===== src/sv/bcb_pkg.sv =====
`timescale 1ns / 1ps
package bcb_pkg;

    localparam int SAMPLE_BITS = 18;
    localparam int COEF_BITS   = 24;
    localparam int FRAC_BITS   = 22;
    // feedforward sum of three taps with a weight of two in the middle
    localparam int OPND_BITS   = SAMPLE_BITS + 2;
    localparam int PROD_BITS   = COEF_BITS + OPND_BITS;
    localparam int ACC_BITS    = PROD_BITS + 2;
    localparam int RND_BITS    = ACC_BITS - FRAC_BITS;
    localparam int IDX_BITS    = 3;

    localparam logic [IDX_BITS-1:0] REG_HP_GAIN = 3'd0;
    localparam logic [IDX_BITS-1:0] REG_HP_FB1  = 3'd1;
    localparam logic [IDX_BITS-1:0] REG_HP_FB2  = 3'd2;
    localparam logic [IDX_BITS-1:0] REG_LP_GAIN = 3'd3;
    localparam logic [IDX_BITS-1:0] REG_LP_FB1  = 3'd4;
    localparam logic [IDX_BITS-1:0] REG_LP_FB2  = 3'd5;

    localparam logic CMD_FILTER = 1'b0;
    localparam logic CMD_CLEAR  = 1'b1;

    typedef enum logic [2:0] {
        ST_IDLE,
        ST_G,
        ST_A1,
        ST_A2,
        ST_FIN,
        ST_RND
    } t_state;

    typedef enum logic [1:0] {
        OP_FF,
        OP_Y1,
        OP_Y2
    } t_opnd;

    typedef enum logic [1:0] {
        ACC_HOLD,
        ACC_LOAD,
        ACC_SUB
    } t_acc;

    typedef struct packed {
        logic  lp;
        t_opnd opnd;
        t_acc  acc;
        logic  mul_en;
        logic  commit;
        logic  clear;
    } t_ctrl;

endpackage


===== src/sv/cascaded_biquad_bandpass_top.sv =====
`timescale 1ns / 1ps
// cascaded biquad bandpass: highpass biquad then lowpass biquad, direct form I
// input channel: i_in_valid / o_in_ready with i_cmd and i_sample
//   cmd filter: the sample runs through both stages and gives one output item
//   cmd clear: all eight history words go to zero in the accept cycle, no output
// output channel: o_out_valid / i_out_ready with o_filtered
// config: i_cfg_we writes i_cfg_data to the coefficient at i_cfg_idx at once,
//   indexes 0..5 are hp_gain, hp_fb1, hp_fb2, lp_gain, lp_fb1, lp_fb2
// one shared 24 x 20 multiplier with a 46-bit accumulator does all six products,
//   three per stage (three multiplies, a last subtract, a round)
// o_in_ready stays low from a filter item's accept until its lowpass result is committed
// a clear item leaves the block idle, so one clear item is taken every cycle
// the output sits in a register of its own, so a new item is taken while a
//   result still waits; a stalled receiver only holds the sequencer at the end
//   of the next item's lowpass stage until the old result is taken
// reset: coefficients and history go to zero, no output item is pending
module cascaded_biquad_bandpass_top (
    input  logic                                   i_clk,
    input  logic                                   i_rst_n,
    input  logic                                   i_in_valid,
    output logic                                   o_in_ready,
    input  logic                                   i_cmd,
    input  logic signed [bcb_pkg::SAMPLE_BITS-1:0] i_sample,
    output logic                                   o_out_valid,
    input  logic                                   i_out_ready,
    output logic signed [bcb_pkg::SAMPLE_BITS-1:0] o_filtered,
    input  logic                                   i_cfg_we,
    input  logic        [bcb_pkg::IDX_BITS-1:0]    i_cfg_idx,
    input  logic        [bcb_pkg::COEF_BITS-1:0]   i_cfg_data
);
    import bcb_pkg::*;

    logic signed [COEF_BITS-1:0]   r_hp_gain, r_hp_fb1, r_hp_fb2;
    logic signed [COEF_BITS-1:0]   r_lp_gain, r_lp_fb1, r_lp_fb2;
    logic signed [SAMPLE_BITS-1:0] r_hp_x1, r_hp_x2, r_hp_y1, r_hp_y2;
    logic signed [SAMPLE_BITS-1:0] r_lp_x1, r_lp_x2, r_lp_y1, r_lp_y2;
    logic signed [SAMPLE_BITS-1:0] r_sample;
    logic signed [SAMPLE_BITS-1:0] r_out;
    logic                          r_out_valid;

    t_ctrl                         ctrl;
    logic                          in_ready;
    logic                          out_busy;
    logic signed [COEF_BITS-1:0]   coef;
    logic signed [OPND_BITS-1:0]   opnd;
    logic signed [OPND_BITS-1:0]   t0, t1, t2, ff;
    logic signed [SAMPLE_BITS-1:0] y1, y2;
    logic signed [SAMPLE_BITS-1:0] result;

    assign out_busy = r_out_valid && !i_out_ready;

    bcb_seq u_seq (
        .i_clk      (i_clk),
        .i_rst_n    (i_rst_n),
        .i_in_valid (i_in_valid),
        .i_cmd      (i_cmd),
        .i_out_busy (out_busy),
        .o_in_ready (in_ready),
        .o_ctrl     (ctrl)
    );

    always_ff @(posedge i_clk) begin
        if (!i_rst_n) begin
            r_hp_gain <= '0;
            r_hp_fb1  <= '0;
            r_hp_fb2  <= '0;
            r_lp_gain <= '0;
            r_lp_fb1  <= '0;
            r_lp_fb2  <= '0;
        end else if (i_cfg_we) begin
            case (i_cfg_idx)
                REG_HP_GAIN: r_hp_gain <= $signed(i_cfg_data);
                REG_HP_FB1:  r_hp_fb1  <= $signed(i_cfg_data);
                REG_HP_FB2:  r_hp_fb2  <= $signed(i_cfg_data);
                REG_LP_GAIN: r_lp_gain <= $signed(i_cfg_data);
                REG_LP_FB1:  r_lp_fb1  <= $signed(i_cfg_data);
                REG_LP_FB2:  r_lp_fb2  <= $signed(i_cfg_data);
                default: ;
            endcase
        end
    end

    always_ff @(posedge i_clk) begin
        if (in_ready && i_in_valid) begin
            r_sample <= i_sample;
        end
    end

    // the lowpass input is the highpass output, which sits in r_hp_y1 after its commit
    always_comb begin
        if (ctrl.lp) begin
            t0 = $signed({{2{r_hp_y1[SAMPLE_BITS-1]}}, r_hp_y1});
            t1 = $signed({{2{r_lp_x1[SAMPLE_BITS-1]}}, r_lp_x1});
            t2 = $signed({{2{r_lp_x2[SAMPLE_BITS-1]}}, r_lp_x2});
            ff = t0 + (t1 <<< 1) + t2;
            y1 = r_lp_y1;
            y2 = r_lp_y2;
        end else begin
            t0 = $signed({{2{r_sample[SAMPLE_BITS-1]}}, r_sample});
            t1 = $signed({{2{r_hp_x1[SAMPLE_BITS-1]}}, r_hp_x1});
            t2 = $signed({{2{r_hp_x2[SAMPLE_BITS-1]}}, r_hp_x2});
            ff = t0 - (t1 <<< 1) + t2;
            y1 = r_hp_y1;
            y2 = r_hp_y2;
        end
        case (ctrl.opnd)
            OP_FF: begin
                opnd = ff;
                coef = ctrl.lp ? r_lp_gain : r_hp_gain;
            end
            OP_Y1: begin
                opnd = $signed({{2{y1[SAMPLE_BITS-1]}}, y1});
                coef = ctrl.lp ? r_lp_fb1 : r_hp_fb1;
            end
            OP_Y2: begin
                opnd = $signed({{2{y2[SAMPLE_BITS-1]}}, y2});
                coef = ctrl.lp ? r_lp_fb2 : r_hp_fb2;
            end
            default: begin
                opnd = '0;
                coef = '0;
            end
        endcase
    end

    bcb_mac u_mac (
        .i_clk    (i_clk),
        .i_coef   (coef),
        .i_opnd   (opnd),
        .i_ctrl   (ctrl),
        .o_result (result)
    );

    always_ff @(posedge i_clk) begin
        if (!i_rst_n || ctrl.clear) begin
            r_hp_x1 <= '0;
            r_hp_x2 <= '0;
            r_hp_y1 <= '0;
            r_hp_y2 <= '0;
            r_lp_x1 <= '0;
            r_lp_x2 <= '0;
            r_lp_y1 <= '0;
            r_lp_y2 <= '0;
        end else if (ctrl.commit) begin
            if (ctrl.lp) begin
                r_lp_x2 <= r_lp_x1;
                r_lp_x1 <= r_hp_y1;
                r_lp_y2 <= r_lp_y1;
                r_lp_y1 <= result;
            end else begin
                r_hp_x2 <= r_hp_x1;
                r_hp_x1 <= r_sample;
                r_hp_y2 <= r_hp_y1;
                r_hp_y1 <= result;
            end
        end
    end

    always_ff @(posedge i_clk) begin
        if (!i_rst_n) begin
            r_out_valid <= 1'b0;
        end else if (ctrl.commit && ctrl.lp) begin
            r_out_valid <= 1'b1;
        end else if (i_out_ready) begin
            r_out_valid <= 1'b0;
        end
    end

    always_ff @(posedge i_clk) begin
        if (ctrl.commit && ctrl.lp) begin
            r_out <= result;
        end
    end

    assign o_in_ready  = in_ready;
    assign o_out_valid = r_out_valid;
    assign o_filtered  = r_out;

endmodule


===== src/sv/bcb_mac.sv =====
`timescale 1ns / 1ps
module bcb_mac (
    input  logic                                    i_clk,
    input  logic signed [bcb_pkg::COEF_BITS-1:0]    i_coef,
    input  logic signed [bcb_pkg::OPND_BITS-1:0]    i_opnd,
    input  bcb_pkg::t_ctrl                          i_ctrl,
    output logic signed [bcb_pkg::SAMPLE_BITS-1:0]  o_result
);
    import bcb_pkg::*;

    logic signed [PROD_BITS-1:0] r_prod;
    logic signed [ACC_BITS-1:0]  r_acc;
    logic signed [ACC_BITS-1:0]  prod_ext;
    logic signed [ACC_BITS-1:0]  rounded;
    logic        [RND_BITS-1:0]  shifted;
    logic                        ovf;

    assign prod_ext = $signed({{(ACC_BITS-PROD_BITS){r_prod[PROD_BITS-1]}}, r_prod});

    always_ff @(posedge i_clk) begin
        if (i_ctrl.mul_en) begin
            r_prod <= i_coef * i_opnd;
        end
        case (i_ctrl.acc)
            ACC_LOAD: r_acc <= prod_ext;
            ACC_SUB:  r_acc <= r_acc - prod_ext;
            default:  r_acc <= r_acc;
        endcase
    end

    // round half up, floor shift, then saturate to the sample range
    always_comb begin
        rounded = r_acc + $signed({{(ACC_BITS-FRAC_BITS){1'b0}}, 1'b1, {(FRAC_BITS-1){1'b0}}});
        shifted = rounded[ACC_BITS-1:FRAC_BITS];
        ovf     = (shifted[RND_BITS-1:SAMPLE_BITS-1] != {(RND_BITS-SAMPLE_BITS+1){1'b0}}) &&
                  (shifted[RND_BITS-1:SAMPLE_BITS-1] != {(RND_BITS-SAMPLE_BITS+1){1'b1}});
        if (!ovf) begin
            o_result = $signed(shifted[SAMPLE_BITS-1:0]);
        end else if (shifted[RND_BITS-1]) begin
            o_result = $signed({1'b1, {(SAMPLE_BITS-1){1'b0}}});
        end else begin
            o_result = $signed({1'b0, {(SAMPLE_BITS-1){1'b1}}});
        end
    end

endmodule


===== src/sv/bcb_seq.sv =====
`timescale 1ns / 1ps
module bcb_seq (
    input  logic           i_clk,
    input  logic           i_rst_n,
    input  logic           i_in_valid,
    input  logic           i_cmd,
    input  logic           i_out_busy,
    output logic           o_in_ready,
    output bcb_pkg::t_ctrl o_ctrl
);
    import bcb_pkg::*;

    t_state r_state, n_state;
    logic   r_lp, n_lp;

    always_ff @(posedge i_clk) begin
        if (!i_rst_n) begin
            r_state <= ST_IDLE;
            r_lp    <= 1'b0;
        end else begin
            r_state <= n_state;
            r_lp    <= n_lp;
        end
    end

    always_comb begin
        n_state       = r_state;
        n_lp          = r_lp;
        o_in_ready    = 1'b0;
        o_ctrl.lp     = r_lp;
        o_ctrl.opnd   = OP_FF;
        o_ctrl.acc    = ACC_HOLD;
        o_ctrl.mul_en = 1'b0;
        o_ctrl.commit = 1'b0;
        o_ctrl.clear  = 1'b0;
        case (r_state)
            ST_IDLE: begin
                o_in_ready = 1'b1;
                if (i_in_valid) begin
                    if (i_cmd == CMD_CLEAR) begin
                        o_ctrl.clear = 1'b1;
                    end else begin
                        n_lp    = 1'b0;
                        n_state = ST_G;
                    end
                end
            end
            ST_G: begin
                o_ctrl.mul_en = 1'b1;
                o_ctrl.opnd   = OP_FF;
                n_state       = ST_A1;
            end
            ST_A1: begin
                o_ctrl.mul_en = 1'b1;
                o_ctrl.opnd   = OP_Y1;
                o_ctrl.acc    = ACC_LOAD;
                n_state       = ST_A2;
            end
            ST_A2: begin
                o_ctrl.mul_en = 1'b1;
                o_ctrl.opnd   = OP_Y2;
                o_ctrl.acc    = ACC_SUB;
                n_state       = ST_FIN;
            end
            ST_FIN: begin
                o_ctrl.acc = ACC_SUB;
                n_state    = ST_RND;
            end
            ST_RND: begin
                if (!r_lp) begin
                    o_ctrl.commit = 1'b1;
                    n_lp          = 1'b1;
                    n_state       = ST_G;
                end else if (!i_out_busy) begin
                    // lowpass result waits here until the output register is free
                    o_ctrl.commit = 1'b1;
                    n_state       = ST_IDLE;
                end
            end
            default: n_state = ST_IDLE;
        endcase
    end

endmodule


===== config.mk =====
export PLATFORM = sky130hd
export DESIGN_NAME = cascaded_biquad_bandpass_top
export DESIGN_NICKNAME = d
export VERILOG_FILES = /design/src/sv/bcb_pkg.sv /design/src/sv/cascaded_biquad_bandpass_top.sv /design/src/sv/bcb_mac.sv /design/src/sv/bcb_seq.sv
export SDC_FILE = /design/constraint.sdc
export NUM_CORES = 2
export LEC_CHECK = 0
export BUFFER_PORTS_ARGS = -buffer_cell sky130_fd_sc_hd__buf_2
export CORE_ASPECT_RATIO = 0.8
export CORE_MARGIN = 8
export CORE_UTILIZATION = 25
export DETAILED_ROUTE_END_ITERATION = 10
export GPL_TIMING_DRIVEN = 0
export SKIP_LAST_GASP = 1
export SYNTH_ARGS = -nofsm -noshare
export SYNTH_HDL_FRONTEND = slang
export SYNTH_SLANG_ARGS = --single-unit

===== constraint.sdc =====
create_clock -name i_clk -period 12.89 [get_ports i_clk]
set_input_delay 2.578 -clock i_clk [delete_from_list [all_inputs] [get_ports i_clk]]
set_output_delay 2.578 -clock i_clk [all_outputs]
set_load 0.005 [all_outputs]

; ---- Yosys cells after proc, flatten, opt, wreduce, memory -nomap -nowiden
; Index checks and enable logic that the tools add are counted.
[classes]
order_cmp = 0
div = 0
muxes = 31
bitwise_logic = 1
addsub = 6
multipliers = 1
shift = 0
eq_ne = 18
reduce_logical = 26
[op_table]
columns = operator, n
row1 = one-hot mux 46 bit (2 select lines), 1
row2 = 2-to-1 mux 18 bit, 4
row3 = 2-to-1 mux 24 bit, 3
row4 = one-hot mux 24 bit (3 select lines), 1
row5 = one-hot mux 20 bit (3 select lines), 1
row6 = adder 46 x 23 -> 46 bit (second input constant), 1
row7 = subtractor 46 x 44 -> 46 bit, 1
row8 = multiplier 24 x 20 -> 44 bit, 1
row9 = adder 20 x 18 -> 20 bit, 2
row10 = adder 18 x 19 -> 20 bit, 1
row11 = 2-to-1 mux 20 bit, 1
row12 = subtractor 18 x 19 -> 20 bit, 1
row13 = one-hot mux 3 bit (6 select lines), 1
row14 = AND reduction 2 bit, 8
row15 = equality test 3 x 2 -> 1 bit (second input constant), 4
row16 = equality test 3 bit (second input constant), 4
row17 = 2-to-1 mux 1 bit, 12
row18 = 2-to-1 mux 3 bit, 4
row19 = one-hot mux 2 bit (2 select lines), 2
row20 = != test 7 bit (second input constant), 1
row21 = nonzero test 7 bit, 1
row22 = equality test 3 x 1 -> 1 bit (second input constant), 2
row23 = logical NOT 3 bit, 2
row24 = AND reduction 3 bit, 2
row25 = other kinds (13), 22
[word_totals]
memories = 0
latch_bits = 0
output_inout_bits = 20
wordCells = 104
ff_bits = 419
ram_bits = 0
rom_bits = 0

; ---- Depth between registers and ports, before layout
[logic_depth]
depth_word = 7
mapped_depth = 41
ltp_nobuf = 40

; ---- Hierarchy
; From an unflattened synthesis, not the netlist that was laid out.
[hier_totals]
cells_unflattened = 4652
hier_area_um2 = 40513.9
[by_module_without_submodules]
columns = mod, cells_per_inst, seq_area_each_um2, area_per_inst_um2, instances
row1 = bcb_mac, 2661, 2702.6, 24248.3, 1
row2 = cascaded_biquad_bandpass_top, 1957, 6866.6, 15985.3, 1
row3 = bcb_seq, 34, 80.1, 280.3, 1

; ---- Worst setup path after synthesis
; OpenSTA, ideal clock, no wires.
[synth_timing]
path_kind = register to register
from = register r_hp_y1[1]
to = register u_mac.r_prod[40], data pin
setup_time_ns = 0.259
path_stages_with_launch = 38
path_slack_ns = 3.517
t_arrival_ns = 9.114
cell_sequence = dfxtp_1 fa_1 ha_1 fa_1 a21o_1 a21oi_1 o21ai_0 a21oi_1 o211ai_1 a21oi_1 mux2i_1 a211o_1 nand2_2 buf_2 nor2_1 fa_1 inv_1 fa_1 [... 2 more ...] fa_1 inv_1 fa_1 inv_1 fa_1 inv_1 ha_1 clkbuf_1 a21o_1 a21o_1 a211o_1 a21oi_1 o21ai_0 nor3_2 a211oi_2 or3_1 a21oi_1 xnor2_1
[synth_between]
elab_chain_len = 5
[synth_lines]
columns = element, line
row1 = from (decl), cascaded_biquad_bandpass_top.sv:35  ; logic signed [SAMPLE_BITS-1:0] r_hp_x1, r_hp_x2, r_hp_y1, r_hp_y2;
row2 = from (signal assigned), cascaded_biquad_bandpass_top.sv:154  ; r_hp_y1 <= result;
row3 = adder 18 x 19 -> 20 bit, cascaded_biquad_bandpass_top.sv:95  ; ff = t0 + (t1 <<< 1) + t2;
row4 = adder 20 x 18 -> 20 bit, cascaded_biquad_bandpass_top.sv:95
row5 = 2-to-1 mux 20 bit, cascaded_biquad_bandpass_top.sv:91  ; if (ctrl.lp) begin
row6 = one-hot mux 20 bit (3 select lines) (*), cascaded_biquad_bandpass_top.sv:106  ; case (ctrl.opnd)
row7 = multiplier 24 x 20 -> 44 bit (*), bcb_mac.sv:22  ; r_prod <= i_coef * i_opnd;
row8 = to (signal assigned), bcb_mac.sv:22
row9 = to (decl), bcb_mac.sv:11  ; logic signed [PROD_BITS-1:0] r_prod;
; Every way passes the cells marked *; elsewhere a longest branch is shown, timed or not.
; A chain may end at the register's enable or synchronous reset.

; ---- Worst setup path after layout
; Same ends and word-level chain as after synthesis.

==> flow_summary.ini <==
[drt]
routedLengthMet1_um = 60200
vias = 32058
drc_errors = 0
highest_layer = met4
routed-wl-met2_um = 51000
drtIter0Drc = 3002
drt-pass1-iter-count = 5
drt_wl_total_um = 129000
routedWlPerCell_um = 18.7
ant_nets = 0
wl_met3_um = 13300
via_per_inst = 4.66

[synthesis]
synth_seq_area_share = 0.241
netlist_instances = 4598
synth_fp_nets = 5379
yosys-top-cells-area = fa_1 26%, dfxtp_1 15%, edfxtp_1 9.4%, nand2_1 8.4%, inv_1 6.7%
async_flop_share = 0
ys_types = 71
ys_warn_count = 0
ys_ff_latch = 419
syn_area_per_cell_um2 = 8.71
ys.flop_type = dfxtp_1
syn-cell-area_um2 = 40100
post-synth-top-area-cell = fa_1
synth_top_area_share = 0.265
synth_edf_count = 126

[layout]
layout_common_cells = 896 x nand2_1, 714 x inv_1, 530 x fa_1
drive_gt1_frac = 0.0461
area_delta_synth_final_pct = 11.2
fin_util = 0.280
nets = 5499
instances_no_fill = 6880
final_common_cell = nand2_1

[grt]
grt_usage = 0.144
grt_overflow_total = 0
antenna_found_initial = 3
first_global_vias = 31689
grt_pass1_wl_um = 196000
grt_max_degree = 35

[power_and_ir_drop]
peakVddDrop_v = 0.0000938
power_per_cell_area_nw_per_um2 = 144
p_leak_nw = 18.4

[floorplan]
ios = 71
initial_core_util = 0.251
chipWidth_um = 464
die_y_um = 374
dieArea_um2 = 173000
core-area_um2 = 159000
rows = 131

[cts]
post_cts_buffers = 0
clockRootBuffer = clkbuf_16
cts_tree = built
clk_pin_slew_ns = 0.07
cts_sinks = 419
cts_buffer_depth = 3
postCtsResizedCells = 0
numCtsBuffers = 44
htreeDepth = 2
clock_latency_ns = 0.61
hold_buffers = 0

[placement]
port-buffer-count = 70
place_congestion = 0.940
dp_hpwl_um = 105000
dp_cells = 6800
dp_slack_ns = 1.00

[timing]
slew_viol_final = 0
finalHoldViolations = 0
whs_ns = 0.455
fin_crit_ns = 12.08
setup_slack_ns = 0.812
slew_headroom = 0.0729
worst_pin_slew_ns = 1.39
tns_ns = 0
setup_viol = 0
skew_ns = 0.0281
min_period_over_period = 0.937
rsz0062_at_grt = false
max_freq_ghz = 0.0828

[worst_setup_path]
critical_path_class = reg -> reg
slowest_delay_ns = 1.10
crit_top_cell = fa_1
crit_path_start_kind = flop
critical_path.endpoint_type = flop
required_ns = 13.25
crit_fanout = 10
worst_path_max_delay_cell = a21oi_1
critical_path_arrival_ns = 12.43

[hold_path]
min_path_type = reg -> reg

[outcome]
status = finished, final reports clean

[run]
drv_cap = 0
## worst max-delay path: cells and delay by family (launching register included)
family                     cells  cell delay [ns]
muxes                          1             0.19
buffers and inverters          5             1.18
DFF                            1             0.54
xor gates and xnor gates       2             0.38
AOI/OAI and AO/OA              8             3.24
and+or+nand+nor                7             1.15
adders and majority gates     11             5.11
## stage by stage
| stage | area (um2) | power [mW] |
|---|---|---|
| 2_1_floorplan | 40100 | 3.97 |
| 3_3_place_gp | 43100 | 5.02 |
| 3_5_place_dp | 43100 | 5.06 |
| 4_1_cts | 44500 | 6.36 |
| 5_1_grt | 44500 | 6.83 |
| 6_report | 44500 | 6.40 |
## cells in the mapped netlist, types with 95 or more instances
master / instances
mux2i_1: 95
o21ai_0: 111
clkbuf_1: 185
ha_1: 200
edfxtp_1: 126
a21oi_1: 281
inv_1: 715
nor2_1: 293
nand2_1: 896
a21boi_0: 152
fa_1: 530
dfxtp_1: 293
## per-layer routing
layer / global-route usage / vias to the layer above
met5: 0 / -
met3: 0.0413 / 168
li1: - / 14810
met4: 0.0419 / 0
met1: 0.212 / 15793
met2: 0.204 / 1287
## area by class of cell
cell class | count | area [um2]
tap | 2128 | 2660
clock buffer | 59 | 1220
sequential | 419 | 9650
buffer | 217 | 850
clock inverter | 18 | 163
timing repair buffer | 74 | 409
multi-input combinational | 3245 | 26900
inverter | 717 | 2690
antenna | 3 | 7.51
fill | 17013 | 115000
## report_power, final
part	total, mW	switching, mW	internal (mW)
clock	1.28	0.572	0.707
combinational	3.51	2.26	1.25
sequential	1.61	0.0627	1.54
## worst paths after layout
check	endpoint	slack, ns	startpoint	depth (start not counted)
max reg2reg	u_mac.r_prod[40]	0.81	r_hp_y1[1]	34
max	u_mac.r_prod[40]	0.81	r_hp_y1[1]	34
min reg2reg	r_lp_y2[9]	0.46	r_lp_y2[9]	2
min	r_lp_y2[9]	0.46	r_lp_y2[9]	2
## kinds of logic after synthesis
family,count (synthesis),share of synthesized area
AOI/OAI and AO/OA,764,0.118
DFF,419,0.241
and+or+nand+nor,1479,0.156
muxes,129,0.0375
xor gates and xnor gates,143,0.0314
buffers and inverters,934,0.0883
adders and majority gates,730,0.327
## state kept, by name, summed over array words and instances (netlist names), 24 cells and up
signal	count
u_mac.r_acc	46
u_mac.r_prod	44
r_hp_fb2	24
r_lp_fb2	24
r_hp_gain	24
r_lp_gain	24
r_hp_fb1	24
r_lp_fb1	24
Note: power is estimated with default switching activity, not from simulation.
